### config.mk
export PLATFORM = sky130hd
export DESIGN_NAME = button_press_classifier_flat
export DESIGN_NICKNAME = d
export VERILOG_FILES = /design/src/rtl/core/bpc_pkg.sv /design/src/rtl/core/bpc_tick_if.sv /design/src/rtl/core/bpc_result_if.sv /design/src/rtl/core/bpc_debounce.sv /design/src/rtl/core/bpc_press_fsm.sv /design/src/rtl/core/button_press_classifier.sv /design/src/flat_wrapper.sv
export VERILOG_INCLUDE_DIRS = /design/src /design/src/rtl/core
export SDC_FILE = /design/constraint.sdc
export NUM_CORES = 1
export LEC_CHECK = 0
export BUFFER_PORTS_ARGS = -buffer_cell sky130_fd_sc_hd__clkbuf_2
export CAP_MARGIN = 20
export CORE_AREA = 5 5 274 276
export DETAILED_ROUTE_END_ITERATION = 8
export DIE_AREA = 0 0 279 281
export PLACE_DENSITY = 0.45
export SLEW_MARGIN = 20
export SYNTH_ARGS = -nofsm -noshare
export SYNTH_HDL_FRONTEND = slang
export SYNTH_HIERARCHICAL = 1
export SYNTH_SLANG_ARGS = --single-unit
export TNS_END_PERCENT = 10
### constraint.sdc
create_clock -name clk -period 6.5 [get_ports clk]
set_input_delay 0.325 -clock clk [delete_from_list [all_inputs] [get_ports clk]]
set_output_delay 0.325 -clock clk [all_outputs]
set_load 0.1 [all_outputs]
### src/rtl/core/button_press_classifier_macros.svh
// Assertion macros for the button press classifier RTL.
`ifndef BUTTON_PRESS_CLASSIFIER_MACROS_SVH
`define BUTTON_PRESS_CLASSIFIER_MACROS_SVH

`ifndef ASSERT_OFF

// Checked property, disabled while the reset is high.
`define BPC_ASSERT(lbl, clk, rst, prop) \
  lbl: assert property (@(posedge clk) disable iff (rst) prop) \
    else $error("bpc assertion failed");

// Checked property that also holds during reset.
`define BPC_ASSERT_ALWAYS(lbl, clk, prop) \
  lbl: assert property (@(posedge clk) prop) \
    else $error("bpc assertion failed");

`else

`define BPC_ASSERT(lbl, clk, rst, prop)
`define BPC_ASSERT_ALWAYS(lbl, clk, prop)

`endif

`endif

### src/rtl/core/bpc_pkg.sv
// Shared types and constants of the button press classifier.
package bpc_pkg;

  localparam int unsigned TIME_W = 32;
  localparam int unsigned CFG_W  = 16;
  localparam int unsigned ADDR_W = 5;

  typedef logic [TIME_W-1:0] time_t;
  typedef logic [CFG_W-1:0]  ticks_t;

  typedef enum logic [1:0] {
    EV_NONE   = 2'd0,
    EV_SHORT  = 2'd1,
    EV_LONG   = 2'd2,
    EV_REPEAT = 2'd3
  } event_t;

  // Update strobe and the tick time that goes with it.
  typedef struct packed {
    logic  en;
    time_t now;
  } step_t;

endpackage

### src/rtl/core/bpc_tick_if.sv
// Handshake channel that carries one tick sample into the classifier.
interface bpc_tick_if;
  logic valid;
  logic ready;
  logic pin_level;
  logic irq_seen;

  modport source (output valid, output pin_level, output irq_seen, input ready);
  modport sink (input valid, input pin_level, input irq_seen, output ready);
endinterface

### src/rtl/core/bpc_result_if.sv
// Handshake channel that carries one classification result out of the block.
interface bpc_result_if;
  logic       valid;
  logic       ready;
  logic [1:0] event_code;
  logic       pressed;

  modport source (output valid, output event_code, output pressed, input ready);
  modport sink (input valid, input event_code, input pressed, output ready);
endinterface

### src/rtl/core/bpc_debounce.sv
// Debounce of the pressed level: holds the stable level and the time it was last confirmed.
module bpc_debounce
  import bpc_pkg::*;
(
  input  logic   clk,
  input  logic   rst,
  input  step_t  step,
  input  logic   hit,
  input  ticks_t debounce_ticks,
  output logic   stable,
  output logic   stable_upd
);

  logic  stable_next;
  time_t since;
  time_t since_next;
  time_t age;

  assign age = step.now - since;

  always_comb begin
    stable_next = stable;
    since_next  = since;
    if (hit != stable) begin
      if (age > {{(TIME_W-CFG_W){1'b0}}, debounce_ticks}) begin
        stable_next = hit;
        since_next  = step.now;
      end
    end else begin
      since_next = step.now;
    end
  end

  // Level seen by the press machine and the result in this update.
  assign stable_upd = step.en ? stable_next : stable;

  always_ff @(posedge clk) begin
    if (rst) begin
      stable <= 1'b0;
      since  <= '0;
    end else if (step.en) begin
      stable <= stable_next;
      since  <= since_next;
    end
  end

endmodule

### src/rtl/core/bpc_press_fsm.sv
// Idle, pressed, held and repeat machine that classifies debounced presses.
module bpc_press_fsm
  import bpc_pkg::*;
(
  input  logic   clk,
  input  logic   rst,
  input  step_t  step,
  input  logic   down,
  input  ticks_t long_press_ticks,
  input  ticks_t repeat_ticks,
  output event_t ev
);

  typedef enum logic [1:0] {
    ST_IDLE    = 2'd0,
    ST_PRESSED = 2'd1,
    ST_HELD    = 2'd2,
    ST_REPEAT  = 2'd3
  } state_t;

  state_t state;
  state_t state_next;
  time_t  press_start;
  time_t  press_start_next;
  time_t  repeat_last;
  time_t  repeat_last_next;
  time_t  held_for;
  time_t  since_repeat;

  assign held_for     = step.now - press_start;
  assign since_repeat = step.now - repeat_last;

  always_comb begin
    state_next       = state;
    press_start_next = press_start;
    repeat_last_next = repeat_last;
    ev               = EV_NONE;
    case (state)
      ST_IDLE: begin
        if (down) begin
          press_start_next = step.now;
          state_next       = ST_PRESSED;
        end
      end
      ST_PRESSED: begin
        if (!down) begin
          state_next = ST_IDLE;
          ev         = EV_SHORT;
        end else if (held_for >= {{(TIME_W-CFG_W){1'b0}}, long_press_ticks}) begin
          state_next = ST_HELD;
          ev         = EV_LONG;
        end
      end
      ST_HELD: begin
        state_next = down ? ST_REPEAT : ST_IDLE;
      end
      ST_REPEAT: begin
        // The first repeat is timed from the previous repeat, not from entry.
        if (!down) begin
          state_next = ST_IDLE;
        end else if (since_repeat >= {{(TIME_W-CFG_W){1'b0}}, repeat_ticks}) begin
          repeat_last_next = step.now;
          ev               = EV_REPEAT;
        end
      end
      default: begin
        state_next = ST_IDLE;
      end
    endcase
    if (!step.en) begin
      ev = EV_NONE;
    end
  end

  always_ff @(posedge clk) begin
    if (rst) begin
      state       <= ST_IDLE;
      press_start <= '0;
      repeat_last <= '0;
    end else if (step.en) begin
      state       <= state_next;
      press_start <= press_start_next;
      repeat_last <= repeat_last_next;
    end
  end

endmodule

### src/rtl/core/button_press_classifier.sv
// Top level of the button press classifier: channels, tick timebase, update gating, registers.
//
// Every transaction on the tick channel stands for one millisecond tick and carries the
// raw pin level and an interrupt bit. For every tick transaction the block returns
// exactly one transaction on the result channel with an event code (none, short press,
// long press, hold repeat) and the debounced pressed state after that tick.
// A 32-bit wrapping tick counter advances once per tick and serves as the time base.
// In polling mode an update runs only when check_interval ticks have passed since the
// previous update; in interrupt mode updates run once an interrupt has been seen, and
// from then on on every tick, since the interrupt flag stays set.
// Timing: a tick is captured in an input register, and all of its work (gating,
// debounce, press machine) is done on its way from there into the result register,
// which offers the result. One tick is taken every cycle while the receiver does not
// stall; the single state update per tick sets that rate.
// When the receiver stalls, the result register holds its transaction and the input
// register holds the next tick, so up to two ticks are in flight before the tick
// channel drops ready. No transaction is lost or repeated.
// Reset (rst, synchronous) empties both registers, clears all time and press state
// and loads the register defaults. Registers are written through the APB port at
// byte address 4*i and are meant to change only while no tick is in flight.
module button_press_classifier
  import bpc_pkg::*;
(
  input  logic              clk,
  input  logic              rst,
  bpc_tick_if.sink          tick,
  bpc_result_if.source      result,
  input  logic              psel,
  input  logic              penable,
  input  logic              pwrite,
  input  logic [ADDR_W-1:0] paddr,
  input  logic [31:0]       pwdata,
  output logic [31:0]       prdata,
  output logic              pready
);

`include "button_press_classifier_macros.svh"

  localparam logic [2:0] REG_ACTIVE_LEVEL = 3'd0;
  localparam logic [2:0] REG_MODE         = 3'd1;
  localparam logic [2:0] REG_DEBOUNCE     = 3'd2;
  localparam logic [2:0] REG_CHECK        = 3'd3;
  localparam logic [2:0] REG_LONG_PRESS   = 3'd4;
  localparam logic [2:0] REG_REPEAT       = 3'd5;

  // Configuration registers.
  logic   cfg_active_level;
  logic   cfg_mode;
  ticks_t cfg_debounce_ticks;
  ticks_t cfg_check_interval;
  ticks_t cfg_long_press_ticks;
  ticks_t cfg_repeat_ticks;
  logic   cfg_write;
  logic [2:0] reg_index;

  // Input register.
  logic s1_valid;
  logic s1_pin;
  logic s1_irq;
  logic adv;

  // Time base and update gating.
  time_t tick_count;
  time_t check_last;
  time_t since_check;
  logic  irq_pending;
  logic  irq_pending_next;
  logic  run;
  step_t step;

  // Submodule results.
  logic   stable;
  logic   stable_upd;
  event_t ev;

  // Result register.
  logic   res_valid;
  event_t res_event;
  logic   res_pressed;

  // ---------------- configuration port ----------------
  assign pready    = 1'b1;
  assign reg_index = paddr[ADDR_W-1:2];
  assign cfg_write = psel && penable && pwrite && pready;

  always_ff @(posedge clk) begin
    if (rst) begin
      cfg_active_level     <= 1'b0;
      cfg_mode             <= 1'b0;
      cfg_debounce_ticks   <= 16'd20;
      cfg_check_interval   <= 16'd10;
      cfg_long_press_ticks <= 16'd1000;
      cfg_repeat_ticks     <= 16'd200;
    end else if (cfg_write) begin
      case (reg_index)
        REG_ACTIVE_LEVEL: cfg_active_level     <= pwdata[0];
        REG_MODE:         cfg_mode             <= pwdata[0];
        REG_DEBOUNCE:     cfg_debounce_ticks   <= pwdata[CFG_W-1:0];
        REG_CHECK:        cfg_check_interval   <= pwdata[CFG_W-1:0];
        REG_LONG_PRESS:   cfg_long_press_ticks <= pwdata[CFG_W-1:0];
        REG_REPEAT:       cfg_repeat_ticks     <= pwdata[CFG_W-1:0];
        default: begin
        end
      endcase
    end
  end

  always_comb begin
    case (reg_index)
      REG_ACTIVE_LEVEL: prdata = {31'd0, cfg_active_level};
      REG_MODE:         prdata = {31'd0, cfg_mode};
      REG_DEBOUNCE:     prdata = {16'd0, cfg_debounce_ticks};
      REG_CHECK:        prdata = {16'd0, cfg_check_interval};
      REG_LONG_PRESS:   prdata = {16'd0, cfg_long_press_ticks};
      REG_REPEAT:       prdata = {16'd0, cfg_repeat_ticks};
      default:          prdata = 32'd0;
    endcase
  end

  // ---------------- flow control ----------------
  // The input register moves on whenever the result register is empty or being drained.
  assign adv        = s1_valid && (!res_valid || result.ready);
  assign tick.ready = !s1_valid || adv;

  always_ff @(posedge clk) begin
    if (rst) begin
      s1_valid <= 1'b0;
    end else if (tick.ready) begin
      s1_valid <= tick.valid;
    end
  end

  always_ff @(posedge clk) begin
    if (tick.valid && tick.ready) begin
      s1_pin <= tick.pin_level;
      s1_irq <= tick.irq_seen;
    end
  end

  // ---------------- update gating ----------------
  // The interrupt flag only arms in interrupt mode and is never cleared afterwards.
  assign irq_pending_next = irq_pending || (s1_irq && cfg_mode);
  assign since_check      = tick_count - check_last;
  assign run = cfg_mode ? irq_pending_next
                        : (since_check >= {{(TIME_W-CFG_W){1'b0}}, cfg_check_interval});

  assign step.en  = adv && run;
  assign step.now = tick_count;

  always_ff @(posedge clk) begin
    if (rst) begin
      tick_count  <= '0;
      check_last  <= '0;
      irq_pending <= 1'b0;
    end else if (adv) begin
      tick_count  <= tick_count + 1'b1;
      irq_pending <= irq_pending_next;
      if (run) begin
        check_last <= tick_count;
      end
    end
  end

  // ---------------- datapath ----------------
  bpc_debounce u_debounce (
    .clk            (clk),
    .rst            (rst),
    .step           (step),
    .hit            (s1_pin == cfg_active_level),
    .debounce_ticks (cfg_debounce_ticks),
    .stable         (stable),
    .stable_upd     (stable_upd)
  );

  bpc_press_fsm u_press_fsm (
    .clk              (clk),
    .rst              (rst),
    .step             (step),
    .down             (stable_upd),
    .long_press_ticks (cfg_long_press_ticks),
    .repeat_ticks     (cfg_repeat_ticks),
    .ev               (ev)
  );

  // ---------------- result register ----------------
  always_ff @(posedge clk) begin
    if (rst) begin
      res_valid <= 1'b0;
    end else if (adv) begin
      res_valid <= 1'b1;
    end else if (result.ready) begin
      res_valid <= 1'b0;
    end
  end

  always_ff @(posedge clk) begin
    if (adv) begin
      res_event   <= ev;
      res_pressed <= stable_upd;
    end
  end

  assign result.valid      = res_valid;
  assign result.event_code = res_event;
  assign result.pressed    = res_pressed;

  // ---------------- assertions ----------------
  // Short press is reported on release; long and repeat only while held down.
  `BPC_ASSERT(a_event_vs_level, clk, rst,
    res_valid |-> ((res_event == EV_NONE) || ((res_event == EV_SHORT) == !res_pressed)))
  // The interrupt flag never clears outside reset.
  `BPC_ASSERT(a_irq_sticky, clk, rst, irq_pending |=> irq_pending)
  // The time base moves by exactly one per tick handed to the result register.
  `BPC_ASSERT(a_tick_advance, clk, rst, adv |=> (tick_count == $past(tick_count) + 32'd1))
  // An empty input register always takes a new tick.
  `BPC_ASSERT(a_ready_when_empty, clk, rst, !s1_valid |-> tick.ready)
  // The debounced level only changes on an update.
  `BPC_ASSERT(a_stable_on_update, clk, rst, !step.en |=> $stable(stable))

endmodule

### src/flat_wrapper.sv
// flat-port wrapper written by rule: the top's interface ports become plain ports
module button_press_classifier_flat import bpc_pkg::*;
  (clk, rst, psel, penable, pwrite, paddr, pwdata, prdata, pready, tick_valid, tick_pin_level, tick_irq_seen, tick_ready, result_valid, result_event_code, result_pressed, result_ready);
  bpc_tick_if tick_i ();
  bpc_result_if result_i ();
  input  logic clk;
  input  logic rst;
  input  logic psel;
  input  logic penable;
  input  logic pwrite;
  input  logic [ADDR_W-1:0] paddr;
  input  logic [31:0] pwdata;
  output logic [31:0] prdata;
  output logic pready;
  input wire logic [$bits(tick_i.valid)-1:0] tick_valid;
  input wire logic [$bits(tick_i.pin_level)-1:0] tick_pin_level;
  input wire logic [$bits(tick_i.irq_seen)-1:0] tick_irq_seen;
  output wire logic [$bits(tick_i.ready)-1:0] tick_ready;
  output wire logic [$bits(result_i.valid)-1:0] result_valid;
  output wire logic [$bits(result_i.event_code)-1:0] result_event_code;
  output wire logic [$bits(result_i.pressed)-1:0] result_pressed;
  input wire logic [$bits(result_i.ready)-1:0] result_ready;
  assign tick_i.valid = tick_valid;
  assign tick_i.pin_level = tick_pin_level;
  assign tick_i.irq_seen = tick_irq_seen;
  assign tick_ready = tick_i.ready;
  assign result_valid = result_i.valid;
  assign result_event_code = result_i.event_code;
  assign result_pressed = result_i.pressed;
  assign result_i.ready = result_ready;
  button_press_classifier u_core (.clk(clk), .rst(rst), .tick(tick_i), .result(result_i), .psel(psel), .penable(penable), .pwrite(pwrite), .paddr(paddr), .pwdata(pwdata), .prdata(prdata), .pready(pready));
endmodule
==> run_results.csv, run 1 <==
group,metric,value,unit
run_status,status,"completed",
timing,max_freq,159,MHz
placement,dp_cells,3856,
cells_and_area,nets,3182,
global_routing,antenna_found_initial,3,
cells_and_area,utilization,33.2,%
global_routing,grt_pass1_wl,125000,um
global_routing,overflow,0,
cells_and_area,antennaDiodeCount,0,
global_routing,grt_max_degree,185,
timing,setup_tns,0,ns
power_and_ir_drop,p_leak,10.1,nW
clock_network,cts_buffers,34,
placement,place_hpwl,61000,um
power_and_ir_drop,p_switching,2.10,mW
setup_path,arrival,6.74,ns
timing,slew_violations,0,
timing,tightestPinTransition,0.967,ns
synth,synth_edf_count,5,
setup_path,worstPathRequired,6.97,ns
placement,gp_congestion,0.907,
power_and_ir_drop,p_seq_share,28.9,%
timing,whs,0.0469,ns
hold_path,hold_class,"in2reg",
cells_and_area,drive_gt1_share,9.71,%
floorplanning,dieHeight,281,um
timing,max-slew-margin-rel,35.5,%
clock_network,cts.sinks,237,
timing,finalHoldViolCount,0,
timing,period_needed,6.27,ns
synth,ys_ff_latch,237,
synth,ys_warn_count,6,
setup_path,start_kind,"register",
timing,setup_viol,0,
floorplanning,start_util,29.7,%
cells_and_area,syn_to_final_growth,11.6,%
power_and_ir_drop,irDropWorstVdd,0.705,mV
floorplanning,rows,99,
power_and_ir_drop,power_density,214,nW/um2
floorplanning,die_w,279,um
route,drt_pass1_iterations,7,
placement,dpl-instance-area,22700,um2
route,finalWirelength,83200,um
synth,ys_seq_area_share,22.3,%
timing,fin_crit_sh,96.5,%
synth,netlist_instances,2967,
route,drc,0,
clock_network,cts.clk_slew.worst_paths,0.06,ns
cells_and_area,final_cell_mix,"367 x nand2_1, 282 x a21oi_1, 231 x dfxtp_1",
floorplanning,core,72300,um2
setup_path,end_kind,"register",
power_and_ir_drop,report.power.total,5.14,mW
power_and_ir_drop,switching_share,40.9,%
synth,syn_area,21500,um2
timing,skew,0.0185,ns
synth,synth.distinct_cells,102,
timing,setup_ws,0.227,ns
placement,port_buffers,48,
route,vias,21700,
setup_path,worstPathMaxFanout,15,
synth,synth_ff_type,"dfxtp_1",
cells_and_area,final_area,24000,um2
timing,grt_setup_unrepaired,"yes",
route,postRouteAntennaNets,0,
floorplanning,dieArea,78400,um2
clock_network,clock_path_buffers,3,
clock_network,cts_root_buffer,"clkbuf_16",
setup_path,critPathKind,"reg2reg",
synth,postSynthAreaPerCell,7.25,um2
power_and_ir_drop,p_clk_share,37.1,%
placement,pre_cts_ws,0.158,ns
route,drt_iter0_drc,1745,
cells_and_area,layout_commonest_cell,"nand2_1",
floorplanning,ios,84,
synth,async_flop_share,0,%
clock_network,clk_latency,0.55,ns
route,viasPerCell,5.53,
power_and_ir_drop,power_frac_comb,34.0,%
power_and_ir_drop,p_int,3.04,mW
clock_network,cts_tree,"built",
clock_network,cts-htree-levels,2,
global_routing,grt_usage,20.1,%
job,cap_violations,0,
global_routing,grt_pass1_vias,20500,
route,wl_per_cell,21.2,um
cells_and_area,instances_no_fill,3925,
==> registers in the layout, indices dropped and copies added, names as in the netlist <==
signal                          flops
u_core/tick_count                  32
u_core/s1_irq                       1
u_core/check_last                  32
u_core/u_press_fsm/repeat_last     32
u_core/u_debounce/stable            1
u_core/s1_pin                       1
u_core/cfg_repeat_ticks            16
u_core/result.pressed               1
u_core/cfg_debounce_ticks          16
u_core/u_debounce/since            32
u_core/s1_valid                     1
u_core/cfg_long_press_ticks        16
u_core/result.valid                 1
u_core/cfg_active_level             1
u_core/cfg_check_interval          16
u_core/cfg_mode                     1
u_core/u_press_fsm/press_start     32
u_core/result.event_code            2
u_core/u_press_fsm/state            2
u_core/irq_pending                  1
==> layout make-up <==
cell class,count,area (um2)
sequential,237,4800
timing repair buffer,125,957
inverter,222,833
clock inverter,12,163
fill,7721,48300
clock buffer,47,950
tap,959,1200
multi-input combinational,2323,15100
==> critical path, cell delays in order (launching register included) <==
cell and delay, ns:
dfxtp_1 0.34, inv_1 0.06, ha_1 0.21, fa_1 0.40, nand2b_1 0.19, a21oi_2 0.19, o211ai_1 0.16, nand3_1 0.13
xor2_1 0.16, ha_1 0.26, a21o_1 0.16, a2111oi_1 0.42, o21ai_1 0.11, or4_1 0.54, a2111o_1 0.39, or4b_4 0.57
nor3_4 0.26, nor2_4 0.06, o21a_4 0.15, mux2_2 0.24, nand4_1 0.21, buf_6 0.23, clkbuf_16 0.17, or3b_2 0.46
a21oi_2 0.12
==> cell usage after synthesis (38+ instances only) <==
cell,number,area [um2]
a21o_1,60,450
nor2_1,212,796
o21ai_0,147,736
a21oi_1,290,1450
mux2i_1,39,390
nor3_1,74,370
nand2_1,367,1380
xor2_1,46,403
nand3_1,93,465
nand4_1,84,526
ha_1,189,2360
nand2b_1,64,400
xnor2_1,52,455
clkbuf_1,124,465
dfxtp_1,232,4640
inv_1,222,833
a22oi_1,38,285
==> cell families (layout without fill, tap and decap cells) <==
family	count (synthesis)	after routing	synth area share [%]
buffers and inverters	422	406	8.45
multiplexers	42	42	1.97
AO/OA/AOI/OAI	866	866	26.2
other	2	17	0.0349
XOR/XNOR	98	98	3.99
flip-flops	237	237	22.3
AND/OR/NAND/NOR	1107	1107	25.7
adder cells (fa/ha/maj)	193	193	11.4
==> worst paths after layout <==
check,startpoint,end,slack [ns],depth (start not counted)
worst min register to register,u_core/u_press_fsm/press_start[28],u_core/u_press_fsm/press_start[28],0.45,2
worst max-delay path,u_core/tick_count[0],u_core/u_press_fsm/repeat_last[26],0.23,24
worst max register to register,u_core/tick_count[0],u_core/u_press_fsm/repeat_last[26],0.23,24
worst min-delay path,pwdata[4],u_core/cfg_repeat_ticks[4],0.05,3
==> what timing repair did <==
action | in CTS | in global routing
endpoints found under the hold margin | 3 | 0
gates resized for setup | 0 | 18
setup buffers | 0 | 4
hold buffers | 3 | 0
setup endpoints to repair | 0 | 62
==> power by group through the flow <==
stage,clock network (mW),registers [mW],logic [mW]
floorplan,0,1.52,1.18
CTS,1.97,1.49,1.72
finish,1.90,1.49,1.75
detailed placement,0,1.52,1.71
global route,2.03,1.49,1.84
global placement,0,1.52,1.70
==> layer usage <==
metal / GRT usage (%) / vias to the layer above / wire length (um)
li1: - / 10600 / -
met1: 27.3 / 10500 / 38400
met2: 34.3 / 498 / 39300
met3: 2.22 / 101 / 3300
met4: 5.22 / 0 / 2130
met5: 0 / - / 0
Note: power is estimated with default switching activity, not from simulation.
==> run 2: changes to the inputs <==
Settings changed: CORE_AREA 5 5 274 276 to 2 2 271 273, DIE_AREA 0 0 279 281 to 0 0 273 275.
==> run 2 against run 1 <==
Compared with the run above: largest power group unchanged; fmax up 1.0%; hold slack worse by 0.021 ns; critical path type unchanged; register-to-register slack better by 0.06 ns.
==> run_results.csv, run 2 (synthesis gave the netlist of run 1 again) <==
group,metric,value,unit
route,finalWirelength,81600,um
route,viasPerCell,5.50,
floorplanning,ios,84,
setup_path,crit_start,"u_core/check_last[3]",
hold_path,hold_path_depth,3,
timing,tightestPinTransition,0.974,ns
cells_and_area,instances_no_fill,3922,
setup_path,worstPathMaxFanout,15,
floorplanning,dieHeight,275,um
global_routing,grt_pass1_wl,123000,um
cells_and_area,layout_commonest_cell,"nand2_1",
placement,port_buffers,48,
route,postRouteAntennaNets,0,
placement,place_hpwl,60300,um
clock_network,cts.sinks,237,
route,vias,21600,
cells_and_area,final_cell_mix,"366 x nand2_1, 287 x a21oi_1, 231 x dfxtp_1",
route,drt_iter0_drc,1658,
cells_and_area,antennaDiodeCount,0,
placement,gp_congestion,0.921,
timing,fin_crit_sh,95.5,%
floorplanning,rows,99,
run_status,status,"completed",
power_and_ir_drop,switching_share,39.6,%
cells_and_area,syn_to_final_growth,11.4,%
setup_path,r2r_cells,27,
setup_path,start_kind,"register",
timing,finalHoldViolCount,0,
power_and_ir_drop,irDropWorstVdd,0.857,mV
setup_path,arrival,6.71,ns
clock_network,cts_buffers,31,
timing,max-slew-margin-rel,34.9,%
floorplanning,die_w,273,um
power_and_ir_drop,p_seq_share,29.0,%
floorplanning,core,72300,um2
hold_path,hold_class,"in2reg",
power_and_ir_drop,p_clk_share,37.9,%
global_routing,antenna_found_initial,3,
power_and_ir_drop,p_switching,2.03,mW
cells_and_area,nets,3178,
timing,period_needed,6.21,ns
power_and_ir_drop,power_density,214,nW/um2
setup_path,r2r-end,"u_core/u_press_fsm/repeat_last[14]",
setup_path,worstPathRequired,7.01,ns
clock_network,cts-htree-levels,1,
setup_path,rrSetupSlack,0.29,ns
job,cap_violations,0,
setup_path,crit_path_end,"u_core/u_press_fsm/repeat_last[14]",
power_and_ir_drop,p_int,3.09,mW
route,drt_pass1_iterations,7,
timing,setup_viol,0,
clock_network,cts.clk_slew.worst_paths,0.06,ns
clock_network,clk_latency,0.59,ns
power_and_ir_drop,power_frac_comb,33.1,%
clock_network,clock_path_buffers,3,
global_routing,overflow,0,
placement,dp_cells,3853,
timing,skew,0.0109,ns
setup_path,end_kind,"register",
route,drc,0,
floorplanning,start_util,29.7,%
cells_and_area,drive_gt1_share,9.38,%
power_and_ir_drop,p_leak,10.0,nW
global_routing,grt_max_degree,105,
timing,slew_violations,0,
global_routing,grt_pass1_vias,20500,
route,wl_per_cell,20.8,um
setup_path,critPathKind,"reg2reg",
global_routing,grt_usage,20.8,%
cells_and_area,utilization,33.1,%
floorplanning,dieArea,75100,um2
timing,max_freq,161,MHz
clock_network,cts_tree,"built",
clock_network,cts_root_buffer,"clkbuf_16",
setup_path,reg2reg_from,"u_core/check_last[3]",
run 2: changes by cell type in the layout (fill, tap and decap cells not counted), sizes merged:
cell         previous run  this run
clkbuf                 96        86
bufinv                  3         8
buf                    73        69
clkinv                  4         8
dlygate4sd3             3         6
clkinvlp                2         1
run 2: routing by layer:
metal / global-route usage, % / part of all wire (%) / vias up
met1: 27.5 / 45 / 10400
met5: 0 / 0.016 / -
met3: 1.58 / 3.6 / 95
li1: - / - / 10600
met4: 5.41 / 2.5 / 2
met2: 36.6 / 48 / 485
run 2: metrics by stage:
stage          hold WS, ns  setup TNS, ns  instance area [um2]  power, mW  setup slack [ns]
2_1_floorplan        0.424              0                21600       2.70             0.319
3_3_place_gp         0.440              0                22600       3.18            0.0880
3_5_place_dp         0.447              0                22600       3.18            0.0335
4_1_cts           0.000555              0                23800       5.16            0.0738
5_1_grt             0.0187         -0.136                24000       5.34           -0.0237
6_report            0.0256              0                24000       5.12             0.291
run 2: repair_timing:
| item | CTS | global route |
|---|---|---|
| cloned | 0 | 2 |
| gates resized for setup | 1 | 13 |
| pin swaps | 0 | 3 |
| setup endpoints to repair | 2 | 64 |
| hold buffers | 6 | 0 |
| endpoints found under the hold margin | 8 | 0 |
| setup buffers | 0 | 4 |
run 2: power by group through the flow:
stage / Clock [mW] / Sequential [mW] / Combinational [mW]
2_1_floorplan: 0 / 1.52 / 1.18
3_3_place_gp: 0 / 1.52 / 1.67
3_5_place_dp: 0 / 1.52 / 1.67
4_1_cts: 1.99 / 1.49 / 1.69
5_1_grt: 2.04 / 1.49 / 1.81
6_report: 1.94 / 1.49 / 1.69
run 2: worst min path at each step:
stage | start | end
final | pwdata[5] | u_core/cfg_repeat_ticks[5]
after global routing | pwdata[5] | u_core/cfg_repeat_ticks[5]
after detailed placement | u_core/u_press_fsm/press_start[19] | u_core/u_press_fsm/press_start[19]
after floorplan | tick_irq_seen | u_core/s1_irq
after CTS | pwdata[5] | u_core/cfg_repeat_ticks[5]
after global placement | u_core/irq_pending | u_core/irq_pending
run 2: area by class of cell:
type	count	area, um2
clock buffers	37	818
clock inverters	20	318
fillers	7820	48400
inverters	222	833
multi-input cells	2323	15100
flip-flops and latches	237	4800
well taps	959	1200
repair buffers	124	912
run 2: worst max-delay path, stage by stage (launching register included):
cell and delay, ns:
dfxtp_1 0.31, inv_1 0.05, ha_1 0.29, and2_1 0.21, a221oi_4 0.34, nand2_2 0.11
a21oi_2 0.17, o21bai_1 0.10, a21o_1 0.18, a21oi_1 0.17, xnor2_1 0.15, ha_1 0.26
a21oi_1 0.14, o21ai_1 0.10, a32oi_1 0.18, o311ai_1 0.14, or4_1 0.48, a2111o_1 0.32
or4b_4 0.58, nor3_4 0.26, nor2_4 0.09, o21a_4 0.18, mux2_2 0.24, nand4_1 0.09
buf_4 0.20, clkbuf_16 0.18, or3b_2 0.44, a21oi_1 0.14
